==> config.mk <==
export PLATFORM = sky130hd
export DESIGN_NAME = delta_byte_packer
export DESIGN_NICKNAME = d
export VERILOG_FILES = /design/src/hw/rtl/dbp_pkg.sv /design/src/hw/rtl/dbp_front.sv /design/src/hw/rtl/dbp_queue.sv /design/src/hw/rtl/dbp_back.sv /design/src/hw/rtl/delta_byte_packer.sv
export VERILOG_INCLUDE_DIRS = /design/src /design/src/hw/rtl
export SDC_FILE = /design/constraint.sdc
export NUM_CORES = 1
export LEC_CHECK = 0
export BUFFER_PORTS_ARGS = -buffer_cell sky130_fd_sc_hd__buf_2
export CAP_MARGIN = 20
export CORE_ASPECT_RATIO = 1.1
export CORE_MARGIN = 10
export CORE_UTILIZATION = 35
export CTS_CLUSTER_DIAMETER = 50
export DETAILED_ROUTE_END_ITERATION = 6
export PLACE_DENSITY = 0.51
export RECOVER_POWER = 50
export SYNTH_ARGS = -nofsm -noshare
export SYNTH_HDL_FRONTEND = slang
export SYNTH_HIERARCHICAL = 1
export SYNTH_SLANG_ARGS = --single-unit
==> constraint.sdc <==
create_clock -name clock -period 6.3 [get_ports clock]
set_clock_uncertainty 0.1 [all_clocks]
set_input_delay 0.315 -clock clock [delete_from_list [all_inputs] [get_ports clock]]
set_output_delay 0.315 -clock clock [all_outputs]
set_load 0.02 [all_outputs]
==> src/hw/rtl/delta_byte_packer_macros.svh <==
// Assertion helpers for the delta byte packer.
`ifndef DELTA_BYTE_PACKER_MACROS_SVH
`define DELTA_BYTE_PACKER_MACROS_SVH

`ifndef SYNTHESIS

// Same-cycle implication, checked on every rising clock edge out of reset.
`define DBP_ASSERT_IMPLIES(label, clk, rst, lhs, rhs) \
   label: assert property (@(posedge clk) disable iff (rst) (lhs) |-> (rhs)) \
      else $error("assertion failed: lhs implies rhs");

// Next-cycle implication.
`define DBP_ASSERT_NEXT(label, clk, rst, lhs, rhs) \
   label: assert property (@(posedge clk) disable iff (rst) (lhs) |=> (rhs)) \
      else $error("assertion failed: lhs implies rhs next cycle");

`else

`define DBP_ASSERT_IMPLIES(label, clk, rst, lhs, rhs)
`define DBP_ASSERT_NEXT(label, clk, rst, lhs, rhs)

`endif

`endif

==> src/hw/rtl/dbp_pkg.sv <==
package dbp_pkg;

   localparam int SAMPLE_WIDTH = 24;
   localparam int DIFF_WIDTH   = SAMPLE_WIDTH + 1;
   localparam int BYTE_WIDTH   = 8;
   localparam int COUNT_WIDTH  = 2;
   localparam int CSR_IDX_WIDTH = 1;

   // Register indexes on the configuration port
   localparam logic [CSR_IDX_WIDTH-1:0] CSR_ONE_BYTE_LIMIT = 1'd0;
   localparam logic [CSR_IDX_WIDTH-1:0] CSR_TWO_BYTE_LIMIT = 1'd1;

   // Limit register reset values
   localparam logic [SAMPLE_WIDTH-1:0] ONE_BYTE_LIMIT_RST = 24'h00007F;
   localparam logic [SAMPLE_WIDTH-1:0] TWO_BYTE_LIMIT_RST = 24'h0007FF;

   // Width codes
   localparam logic [COUNT_WIDTH-1:0] WIDTH_ONE   = 2'd1;
   localparam logic [COUNT_WIDTH-1:0] WIDTH_TWO   = 2'd2;
   localparam logic [COUNT_WIDTH-1:0] WIDTH_THREE = 2'd3;

   typedef struct packed {
      logic signed [SAMPLE_WIDTH-1:0] sample;
      logic                           first_of_block;
   } req_type;

   typedef struct packed {
      logic [BYTE_WIDTH-1:0]  out_byte;
      logic [COUNT_WIDTH-1:0] width_code;
      logic                   last_of_run;
   } rsp_type;

   // One queued sample: bytes to send and how many
   typedef struct packed {
      logic [SAMPLE_WIDTH-1:0] value;
      logic [COUNT_WIDTH-1:0]  count;
   } entry_type;

   typedef struct packed {
      logic full;
      logic empty;
   } queue_status_type;

endpackage

==> src/hw/rtl/dbp_front.sv <==
module dbp_front (
   input  logic                                 clock,
   input  logic                                 reset,
   input  logic                                 req_push,
   input  dbp_pkg::req_type                     req_data,
   output logic                                 req_full,
   input  logic                                 csr_valid,
   input  logic [dbp_pkg::CSR_IDX_WIDTH-1:0]    csr_index,
   input  logic [dbp_pkg::SAMPLE_WIDTH-1:0]     csr_wdata,
   input  dbp_pkg::queue_status_type            q_status,
   output logic                                 q_push,
   output dbp_pkg::entry_type                   q_wdata
);
   import dbp_pkg::*;

   logic [SAMPLE_WIDTH-1:0] one_limit_ff, one_limit_in;
   logic [SAMPLE_WIDTH-1:0] two_limit_ff, two_limit_in;
   logic [SAMPLE_WIDTH-1:0] prev_ff, prev_in;
   logic                    stg_valid_ff, stg_valid_in;
   logic                    stg_first_ff, stg_first_in;
   logic [DIFF_WIDTH-1:0]   stg_diff_ff, stg_diff_in;
   logic [SAMPLE_WIDTH-1:0] stg_value_ff, stg_value_in;

   logic                    stg_free;
   logic                    accept;
   logic [DIFF_WIDTH-1:0]   diff;
   logic [DIFF_WIDTH-1:0]   adiff;
   logic [COUNT_WIDTH-1:0]  count;

   // Stage moves on when empty or when the queue takes its entry
   assign stg_free = !stg_valid_ff || !q_status.full;
   assign req_full = !stg_free;
   assign accept   = req_push && stg_free;
   assign q_push   = stg_valid_ff && !q_status.full;

   // Exact difference on sign-extended samples
   assign diff = {req_data.sample[SAMPLE_WIDTH-1], req_data.sample}
               - {prev_ff[SAMPLE_WIDTH-1], prev_ff};

   // Classify the staged difference against the limits
   always_comb begin
      adiff = stg_diff_ff[DIFF_WIDTH-1] ? (~stg_diff_ff + DIFF_WIDTH'(1)) : stg_diff_ff;
      if (stg_first_ff) begin
         count = WIDTH_THREE;
      end else if (adiff < {1'b0, one_limit_ff}) begin
         count = WIDTH_ONE;
      end else if (adiff < {1'b0, two_limit_ff}) begin
         count = WIDTH_TWO;
      end else begin
         count = WIDTH_THREE;
      end
   end

   assign q_wdata.value = stg_value_ff;
   assign q_wdata.count = count;

   // Next state of limits, history and stage
   always_comb begin
      one_limit_in = one_limit_ff;
      two_limit_in = two_limit_ff;
      prev_in      = prev_ff;
      stg_valid_in = stg_valid_ff;
      stg_first_in = stg_first_ff;
      stg_diff_in  = stg_diff_ff;
      stg_value_in = stg_value_ff;
      if (csr_valid) begin
         case (csr_index)
            CSR_ONE_BYTE_LIMIT: one_limit_in = csr_wdata;
            CSR_TWO_BYTE_LIMIT: two_limit_in = csr_wdata;
            default: ;
         endcase
      end
      if (accept) begin
         prev_in      = req_data.sample;
         stg_valid_in = 1'b1;
         stg_first_in = req_data.first_of_block;
         stg_diff_in  = diff;
         stg_value_in = req_data.first_of_block ? req_data.sample
                                                : diff[SAMPLE_WIDTH-1:0];
      end else if (q_push) begin
         stg_valid_in = 1'b0;
      end
   end

   always_ff @(posedge clock) begin
      if (reset) begin
         one_limit_ff <= ONE_BYTE_LIMIT_RST;
         two_limit_ff <= TWO_BYTE_LIMIT_RST;
         prev_ff      <= '0;
         stg_valid_ff <= 1'b0;
      end else begin
         one_limit_ff <= one_limit_in;
         two_limit_ff <= two_limit_in;
         prev_ff      <= prev_in;
         stg_valid_ff <= stg_valid_in;
      end
      stg_first_ff <= stg_first_in;
      stg_diff_ff  <= stg_diff_in;
      stg_value_ff <= stg_value_in;
   end

endmodule

==> src/hw/rtl/dbp_queue.sv <==
module dbp_queue #(
   parameter int Depth = 4
) (
   input  logic                      clock,
   input  logic                      reset,
   input  logic                      q_push,
   input  dbp_pkg::entry_type        q_wdata,
   input  logic                      q_pop,
   output dbp_pkg::entry_type        q_rdata,
   output dbp_pkg::queue_status_type q_status
);
   import dbp_pkg::*;

   localparam int PtrWidth = $clog2(Depth);
   localparam int CntWidth = $clog2(Depth + 1);
   localparam logic [PtrWidth-1:0] LastPtr  = PtrWidth'(Depth - 1);
   localparam logic [CntWidth-1:0] DepthCnt = CntWidth'(Depth);

   entry_type             slots_ff [Depth];
   logic [PtrWidth-1:0]   wr_ptr_ff, wr_ptr_in;
   logic [PtrWidth-1:0]   rd_ptr_ff, rd_ptr_in;
   logic [CntWidth-1:0]   cnt_ff, cnt_in;

   assign q_rdata        = slots_ff[rd_ptr_ff];
   assign q_status.full  = (cnt_ff == DepthCnt);
   assign q_status.empty = (cnt_ff == '0);

   // Advance pointers and fill count
   always_comb begin
      wr_ptr_in = wr_ptr_ff;
      rd_ptr_in = rd_ptr_ff;
      cnt_in    = cnt_ff;
      if (q_push) begin
         wr_ptr_in = (wr_ptr_ff == LastPtr) ? '0 : wr_ptr_ff + PtrWidth'(1);
      end
      if (q_pop) begin
         rd_ptr_in = (rd_ptr_ff == LastPtr) ? '0 : rd_ptr_ff + PtrWidth'(1);
      end
      if (q_push && !q_pop) begin
         cnt_in = cnt_ff + CntWidth'(1);
      end else if (!q_push && q_pop) begin
         cnt_in = cnt_ff - CntWidth'(1);
      end
   end

   always_ff @(posedge clock) begin
      if (reset) begin
         wr_ptr_ff <= '0;
         rd_ptr_ff <= '0;
         cnt_ff    <= '0;
      end else begin
         wr_ptr_ff <= wr_ptr_in;
         rd_ptr_ff <= rd_ptr_in;
         cnt_ff    <= cnt_in;
      end
      if (q_push) begin
         slots_ff[wr_ptr_ff] <= q_wdata;
      end
   end

endmodule

==> src/hw/rtl/dbp_back.sv <==
module dbp_back (
   input  logic                      clock,
   input  logic                      reset,
   input  dbp_pkg::entry_type        q_rdata,
   input  dbp_pkg::queue_status_type q_status,
   output logic                      q_pop,
   output logic                      rsp_empty,
   input  logic                      rsp_pop,
   output dbp_pkg::rsp_type          rsp_data
);
   import dbp_pkg::*;

   logic                   busy_ff, busy_in;
   entry_type              ent_ff, ent_in;
   logic [COUNT_WIDTH-1:0] idx_ff, idx_in;
   logic                   rsp_valid_ff, rsp_valid_in;
   rsp_type                rsp_ff, rsp_in;

   logic                   out_free;
   logic                   emit;
   logic                   last;
   logic [BYTE_WIDTH-1:0]  cur_byte;

   assign out_free = !rsp_valid_ff || rsp_pop;
   assign emit     = busy_ff && out_free;
   assign last     = ((idx_ff + COUNT_WIDTH'(1)) == ent_ff.count);
   assign q_pop    = !q_status.empty && (!busy_ff || (emit && last));

   assign rsp_empty = !rsp_valid_ff;
   assign rsp_data  = rsp_ff;

   // Pick the current byte, low byte first
   always_comb begin
      case (idx_ff)
         2'd0:    cur_byte = ent_ff.value[7:0];
         2'd1:    cur_byte = ent_ff.value[15:8];
         2'd2:    cur_byte = ent_ff.value[23:16];
         default: cur_byte = '0;
      endcase
   end

   // Walk the bytes of the held entry, refill when idle or on its last byte
   always_comb begin
      busy_in      = busy_ff;
      ent_in       = ent_ff;
      idx_in       = idx_ff;
      rsp_valid_in = rsp_valid_ff;
      rsp_in       = rsp_ff;
      if (emit) begin
         rsp_valid_in       = 1'b1;
         rsp_in.out_byte    = cur_byte;
         rsp_in.width_code  = ent_ff.count;
         rsp_in.last_of_run = last;
         idx_in             = idx_ff + COUNT_WIDTH'(1);
      end else if (rsp_pop) begin
         rsp_valid_in = 1'b0;
      end
      if (q_pop) begin
         busy_in = 1'b1;
         ent_in  = q_rdata;
         idx_in  = '0;
      end else if (emit && last) begin
         busy_in = 1'b0;
      end
   end

   always_ff @(posedge clock) begin
      if (reset) begin
         busy_ff      <= 1'b0;
         rsp_valid_ff <= 1'b0;
      end else begin
         busy_ff      <= busy_in;
         rsp_valid_ff <= rsp_valid_in;
      end
      ent_ff <= ent_in;
      idx_ff <= idx_in;
      rsp_ff <= rsp_in;
   end

endmodule

==> src/hw/rtl/delta_byte_packer.sv <==
// Delta byte packer: turns 24-bit signed samples into a byte stream.
// Request side is a queue input: drive req_data and req_push; a request is
// taken on a clock edge with req_push high and req_full low. A sample marked
// first_of_block goes out whole as three bytes, any other as its difference
// from the previous sample in one, two or three bytes, low byte first.
// Response side is a queue output: while rsp_empty is low, rsp_data holds the
// oldest byte with its width code and last-byte mark; rsp_pop takes it.
// csr_valid/csr_ready write the two byte-count limits; csr_ready is always
// high. Write them only while no request is in flight.
// The first byte of a sample passes the difference stage, the queue and the
// byte walker into the output register before it shows on rsp_data.
// Throughput: one byte per cycle while rsp_pop keeps the output register
// free; the byte walker that feeds the output register sends one to three
// bytes per sample.
// A stalled response side fills the queue (QueueDepth samples) and then the
// difference stage, after which req_full rises; nothing is dropped.
// Reset clears the queue, the output register and the previous sample, and
// loads the limits with 127 and 2047.
module delta_byte_packer #(
   parameter int QueueDepth = 4
) (
   input  logic                              clock,
   input  logic                              reset,
   input  logic                              req_push,
   input  dbp_pkg::req_type                  req_data,
   output logic                              req_full,
   output logic                              rsp_empty,
   input  logic                              rsp_pop,
   output dbp_pkg::rsp_type                  rsp_data,
   input  logic                              csr_valid,
   output logic                              csr_ready,
   input  logic [dbp_pkg::CSR_IDX_WIDTH-1:0] csr_index,
   input  logic [dbp_pkg::SAMPLE_WIDTH-1:0]  csr_wdata
);
   import dbp_pkg::*;

`include "delta_byte_packer_macros.svh"

   logic             q_push;
   logic             q_pop;
   entry_type        q_wdata;
   entry_type        q_rdata;
   queue_status_type q_status;

   assign csr_ready = 1'b1;

   dbp_front u_front (
      .clock     (clock),
      .reset     (reset),
      .req_push  (req_push),
      .req_data  (req_data),
      .req_full  (req_full),
      .csr_valid (csr_valid),
      .csr_index (csr_index),
      .csr_wdata (csr_wdata),
      .q_status  (q_status),
      .q_push    (q_push),
      .q_wdata   (q_wdata)
   );

   dbp_queue #(
      .Depth (QueueDepth)
   ) u_queue (
      .clock    (clock),
      .reset    (reset),
      .q_push   (q_push),
      .q_wdata  (q_wdata),
      .q_pop    (q_pop),
      .q_rdata  (q_rdata),
      .q_status (q_status)
   );

   dbp_back u_back (
      .clock     (clock),
      .reset     (reset),
      .q_rdata   (q_rdata),
      .q_status  (q_status),
      .q_pop     (q_pop),
      .rsp_empty (rsp_empty),
      .rsp_pop   (rsp_pop),
      .rsp_data  (rsp_data)
   );

   // Queue is never written when full nor read when empty
   `DBP_ASSERT_IMPLIES(a_no_push_full, clock, reset, q_push, !q_status.full)
   `DBP_ASSERT_IMPLIES(a_no_pop_empty, clock, reset, q_pop, !q_status.empty)
   // A one-byte sample always carries the last-byte mark
   `DBP_ASSERT_IMPLIES(a_one_is_last, clock, reset,
      !rsp_empty && (rsp_data.width_code == WIDTH_ONE), rsp_data.last_of_run)

endmodule
==> run summary, run 1 <==
CTS Buffer Depth: 3
die area: 45,300 um^2
failing checks: capacitance limit, slew limit
DRC: 0
placed wire-length estimate: 20,000 um
Die Ht: 222 um
Chip Width: 204 um
reg2reg path depth: 11
Crit. End Element: register
WL final: 28,500 um
Post-synth top cells: 195 x nand2_1, 191 x edfxtp_1, 87 x inv_1
Endpoint, Worst Hold: u_back/rsp_valid_ff
Worst Hold Margin: 26.1 ps
max-slew violations: 191
postcts setup bufs: 0
Peak VDD IR: 227 uV
Yosys top cell by area: edfxtp_1
wire per inst: 16.3 um
Reg-to-Reg End: u_queue/slots_ff[1][0]
vias in the first global route: 8,596
sequential power share: 0.439
hold path start: rsp_pop
TritonCTS Buffers: 36
Sum Neg Setup Slack: 0 ps
Post-synth EDFFs: 191
yosys warns: 6
Layout area overhead: 18.7%
count leader, synth: nand2_1
ys flop type: edfxtp_1
Post-Syn Nets: 1,246
Core Footprint: 36,900 um^2
Distinct cells, synth: 67
Gate power share: 0.212
GRT Total Usage: 0.126
post-synthesis average cell area: 11.7 um^2
antenna violations before repair: 1
switching power: 0.00161 W
via count: 8,385
fmax: 237 MHz
fin crit share: 0.670
CP Launch Type: register
PD cells: 365 nW/um^2
Pint: 0.00404 W
worst-path fanout max: 5
sequential fraction of the synthesis area: 0.573
Worst Tran Pin Value: 3720 ps
Worst EP arrival: 4340 ps
share of synthesized flip-flops with an asynchronous set or reset: 0
relative slew slack: -1.48
worst setup path category: reg2reg
Buffers on Ports: 67
first-pass GRT wire length: 45,900 um
top-area cell type share of the netlist area: 0.441
number of antenna diodes: 0
hold crit path type: in2reg
H-tree depth: 2
Ports: 69
R2R setup slack: 2080 ps
antenna viol nets, final: 0
FP Rows: 74
final net count: 1,366
Layout Cells excl Fill: 1,750
status: finished, violations left
final setup violation count: 0
Initial Utilization: 0.352
GP Congestion: 0.802
Max-cap violations: 5
largest net degree at the start of global routing: 83
Root Driver: clkbuf_16
grt ovf: 0
Post-Syn Area: 13,000 um^2
clock sink count: 277
number of synthesized register bits: 277
Syn Inst Count: 1,108
WHS Path Cells: 4
Period minus WS final: 4220 ps
top cells by area, synth: edfxtp_1 44%, dfxtp_1 13%, ha_1 7.8%
CTS tree: yes
DR vias/cell: 4.79
Required @ worst endpoint: 6410 ps
Clock Latency Late Sink: 510 ps
Leakage Power: 5.81 nW
worst reg2reg path startpoint: u_front/stg_diff_ff[10]
placed cells: 1,635
share of cells above drive strength 1: 0.125
Final Hold Vio Count: 0
Clock Power Share: 0.349
Detailed Route Iter0 Violations: 374
clock slew at reported path FFs: 60 ps
RSZ-0062 raised after global routing: false
Sw Share: 0.285
Initial DRT Pass Iterations: 6
## metal layers
metal,up-vias,GRT usage,wire length [um]
met4,0,0.0344,592
met2,116,0.226,14600
li1,4221,-,-
met1,4003,0.150,12400
met3,45,0.0220,936
met5,-,0,0
## worst max-delay path by stage
stage | from | endpoint | slack [ps] | cells after the start
2_1_floorplan | u_front/stg_diff_ff[10] | u_queue/slots_ff[0][0] | 2350 | 11
3_3_place_gp | u_front/stg_diff_ff[2] | u_queue/slots_ff[2][0] | 2180 | 12
3_5_place_dp | u_front/stg_diff_ff[2] | u_queue/slots_ff[1][0] | 2120 | 12
4_1_cts | u_front/stg_diff_ff[10] | u_queue/slots_ff[1][0] | 2080 | 11
5_1_grt | u_front/stg_diff_ff[1] | u_queue/slots_ff[1][0] | 1850 | 12
6_report | u_front/stg_diff_ff[10] | u_queue/slots_ff[1][0] | 2080 | 11
## power by group through the flow
stage | clock network [W] | registers (W) | logic [W]
2_1_floorplan | 0 | 0.00249 | 0.000866
3_3_place_gp | 0 | 0.00251 | 0.00119
3_5_place_dp | 0 | 0.00252 | 0.00120
4_1_cts | 0.00203 | 0.00248 | 0.00123
5_1_grt | 0.00210 | 0.00251 | 0.00136
6_report | 0.00197 | 0.00248 | 0.00119
## critical path: stages, from the launching register on
cell and delay (ps):
edfxtp_1 420, or4_4 550, or2_4 250, or4_4 540
o41ai_4 340, xnor2_1 160, ha_1 310, nand2_1 70
or3_1 360, o211ai_1 190, a21oi_1 90, or4_1 540
## what timing repair did
action,4_1_cts,5_1_grt
endpoints found under the hold margin,73,0
gates resized for setup,0,0
hold buffers,49,0
## logic make-up after synthesis
logic type	share of synthesized area
AO/OA/AOI/OAI	0.0999
XOR/XNOR	0.0316
adder cells (fa/ha/maj)	0.0809
buffers and inverters	0.0411
flip-flops	0.573
multiplexers	0.0607
other	0.000288
AND/OR/NAND/NOR	0.113
## state kept, by name, indices dropped and copies added (netlist names), 2 cells and up, named ones only
register	cells
u_front/prev_ff	24
u_back/ent_ff	26
u_queue/wr_ptr_ff	2
u_front/two_limit_ff	24
u_back/rsp_data	11
u_front/stg_value_ff	24
u_queue/cnt_ff	3
u_queue/rd_ptr_ff	2
u_front/stg_diff_ff	25
u_back/idx_ff	2
u_front/one_limit_ff	24
u_queue/slots_ff	104
## area by class of cell
| cell class | instances | area [um^2] |
|---|---|---|
| clock buffers | 48 | 991 |
| clock inverters | 18 | 178 |
| fillers | 3524 | 21500 |
| inverters | 89 | 334 |
| multi-input cells | 701 | 5030 |
| flip-flops and latches | 277 | 7460 |
| well taps | 494 | 618 |
| repair buffers | 123 | 847 |
## cells in the final DEF, fill, tap and decap left out, types with 6 or more instances in the layout
cell type      netlist  layout
a211o_1              7       7
a21o_1              17      17
a21oi_1             86      86
a222oi_1             8       8
buf_2                2      51
clkbuf_1            30      27
clkbuf_16            0      37
dfxtp_1             86      86
dlygate4sd3_1        0      49
edfxtp_1           191     191
ha_1                81      81
inv_1               87      87
mux2_2              10       9
mux2i_1              7       7
mux4_1               6       6
mux4_2              20      20
nand2_1            195     195
nand3b_1            13      13
nand4_1              9       9
nor2_1              55      54
nor2b_1             12      11
nor3_1               7       7
o21a_1               8       8
o21ai_0             26      27
o31ai_1              7       7
xnor2_1             33      33
xor2_1              14      14
## per-stage QoR
step / utilization / cell area (um^2) / total power, W / setup slack [ps]
floorplan: - / 13000 / 0.00336 / 2350
global placement: 0.374 / 13800 / 0.00370 / 2180
detailed placement: 0.374 / 13800 / 0.00371 / 2120
CTS: 0.419 / 15500 / 0.00574 / 2080
global route: 0.418 / 15500 / 0.00597 / 1850
finish: 0.418 / 15500 / 0.00564 / 2080
No activity file was read; power rests on OpenSTA's default activity.
==> inputs of run 2 (changes only) <==
--- a/config.mk
+++ b/config.mk
@@ -13,7 +13,7 @@
 export CORE_UTILIZATION = 35
 export CTS_CLUSTER_DIAMETER = 50
 export DETAILED_ROUTE_END_ITERATION = 6
-export PLACE_DENSITY = 0.51
+export PLACE_DENSITY = 0.52
 export RECOVER_POWER = 50
 export SYNTH_ARGS = -nofsm -noshare
 export SYNTH_HDL_FRONTEND = slang
==> constraint.sdc (replaced) <==
create_clock -name clock -period 3.46 [get_ports clock]
set_clock_uncertainty 0.1 [all_clocks]
set_input_delay 0.173 -clock clock [delete_from_list [all_inputs] [get_ports clock]]
set_output_delay 0.173 -clock clock [all_outputs]
set_load 0.02 [all_outputs]
==> run summary, run 2 (synthesis gave the netlist of run 1 again) <==
via count: 8,639
sequential power share: 0.415
clock slew at reported path FFs: 60 ps
largest net degree at the start of global routing: 39
DR vias/cell: 4.78
Worst EP arrival: 4120 ps
worst setup path category: reg2reg
CP Launch Type: register
commonest non-fill, non-tap cell in the layout: nand2_1
die area: 45,300 um^2
Die Ht: 222 um
Final Core Density: 0.436
Pint: 0.00764 W
fmax: 252 MHz
GP Congestion: 0.779
Sw Share: 0.292
placed wire-length estimate: 20,300 um
antenna viol nets, final: 0
Final Hold Vio Count: 0
Initial DRT Pass Iterations: 5
Gate power share: 0.221
failing checks: setup timing
first-pass GRT wire length: 46,800 um
Power, Total: 0.0108 W
Worst Hold Margin: 78.6 ps
Layout area overhead: 23.7%
final net count: 1,420
Fill cells: 3,464
Detailed Route Iter0 Violations: 420
Worst Tran Pin Value: 1410 ps
antenna violations before repair: 0
Clock Latency Late Sink: 540 ps
vias in the first global route: 8,869
TritonCTS Buffers: 38
H-tree depth: 2
Ports: 69
hold crit path type: in2reg
status: finished, violations left
Clock Power Share: 0.364
placed cells: 1,677
max-slew violations: 0
Buffers on Ports: 67
Regs by FF count: u_queue/slots_ff (104), u_back/ent_ff (26), u_front/stg_diff_ff (25)
CTS Buffer Depth: 3
Leakage Power: 6.17 nW
DRC: 0
PD cells: 670 nW/um^2
share of cells above drive strength 1: 0.172
RSZ-0062 raised after global routing: true
GRT Total Usage: 0.128
relative slew slack: 0.0594
final setup violation count: 8
WL final: 29,300 um
FP Rows: 74
Sequential Area: 7460 um^2
worst setup margin: -507 ps
Max-cap violations: 0
most frequent cells in the layout: 195 x nand2_1, 191 x edfxtp_1, 86 x inv_1, 86 x dfxtp_1, 85 x a21oi_1
Peak VDD IR: 341 uV
Largest Register: u_queue/slots_ff
Layout Cells excl Fill: 1,806
grt ovf: 0
Core Footprint: 36,900 um^2
Required @ worst endpoint: 3620 ps
worst-path fanout max: 5
number of flip-flops under the largest register name: 104
fin crit share: 1.15
Period minus WS final: 3970 ps
Root Driver: clkbuf_16
switching power: 0.00315 W
clock sink count: 277
Crit. End Element: register
Initial Utilization: 0.352
Multi-input gate area: 5140 um^2
Chip Width: 204 um
wire per inst: 16.2 um
number of antenna diodes: 0
CTS tree: yes
run 2: changes by cell type in the layout (fill, tap and decap cells not counted), moves of 3 or more:
cell	before	now
dlygate4sd3_1	49	52
xnor2_1	33	30
and2_1	1	4
buf_4	4	51
xnor2_2	0	3
clkbuf_1	27	23
inv_8	1	4
run 2: per-stage QoR:
stage / setup slack [ps] / instance area (um^2) / setup TNS (ps)
final: -507 / 16100 / -3690
after global routing: -603 / 16100 / -4670
after global placement: -506 / 14200 / -3600
after floorplan: -317 / 13000 / -1270
after detailed placement: -565 / 14200 / -4060
after CTS: -530 / 16000 / -4200
run 2: area by class of cell:
class / instances / area share
timing repair buffer: 175 / 0.0784
tap: 494 / 0.0384
sequential: 277 / 0.463
inverter: 89 / 0.0207
multi-input combinational: 701 / 0.319
clock inverter: 26 / 0.0188
clock buffer: 44 / 0.0618
run 2: path summary, 6_finish.rpt:
| check | start | to | slack [ps] | cells past startpoint |
|---|---|---|---|---|
| min | reset | u_front/stg_valid_ff | 80 | 2 |
| max reg2reg | u_front/stg_diff_ff[10] | u_queue/slots_ff[3][0] | -510 | 11 |
| min reg2reg | u_front/prev_ff[11] | u_front/prev_ff[11] | 350 | 2 |
| max | u_front/stg_diff_ff[10] | u_queue/slots_ff[3][0] | -510 | 11 |
run 2: what timing repair did:
item | CTS | global route
resized for setup | 5 | 14
endpoints found under the hold margin | 96 | 0
pin swaps | 4 | 9
hold buffers | 52 | 0
gates cloned | 0 | 0
setup buffers | 1 | 6
setup endpoints to repair | 8 | 8
run 2: routing by layer:
| layer | track usage | up-vias | share of wire | wire (um) |
|---|---|---|---|---|
| li1 | - | 4328 | - | - |
| met5 | 0 | - | 0 | 0 |
| met1 | 0.153 | 4125 | 0.43 | 12700 |
| met4 | 0.0450 | 0 | 0.026 | 756 |
| met3 | 0.0266 | 58 | 0.040 | 1180 |
| met2 | 0.223 | 128 | 0.50 | 14700 |
run 2: critical path, stage by stage, from the launching register on:
cell and delay, ps:
edfxtp_1 390, or4_4 550, or2_4 250, or4_4 550, o41ai_4 270, xnor2_2 120, ha_1 320, nand3_2 70
or3_4 340, o211ai_1 220, a21oi_2 60, or4_4 440
run 2: power by group through the flow:
stage | Combinational, W | Sequential [W] | Clock (W)
CTS | 0.00239 | 0.00448 | 0.00405
global route | 0.00269 | 0.00453 | 0.00418
floorplan | 0.00158 | 0.00454 | 0
detailed placement | 0.00231 | 0.00455 | 0
global placement | 0.00229 | 0.00454 | 0
finish | 0.00239 | 0.00448 | 0.00393
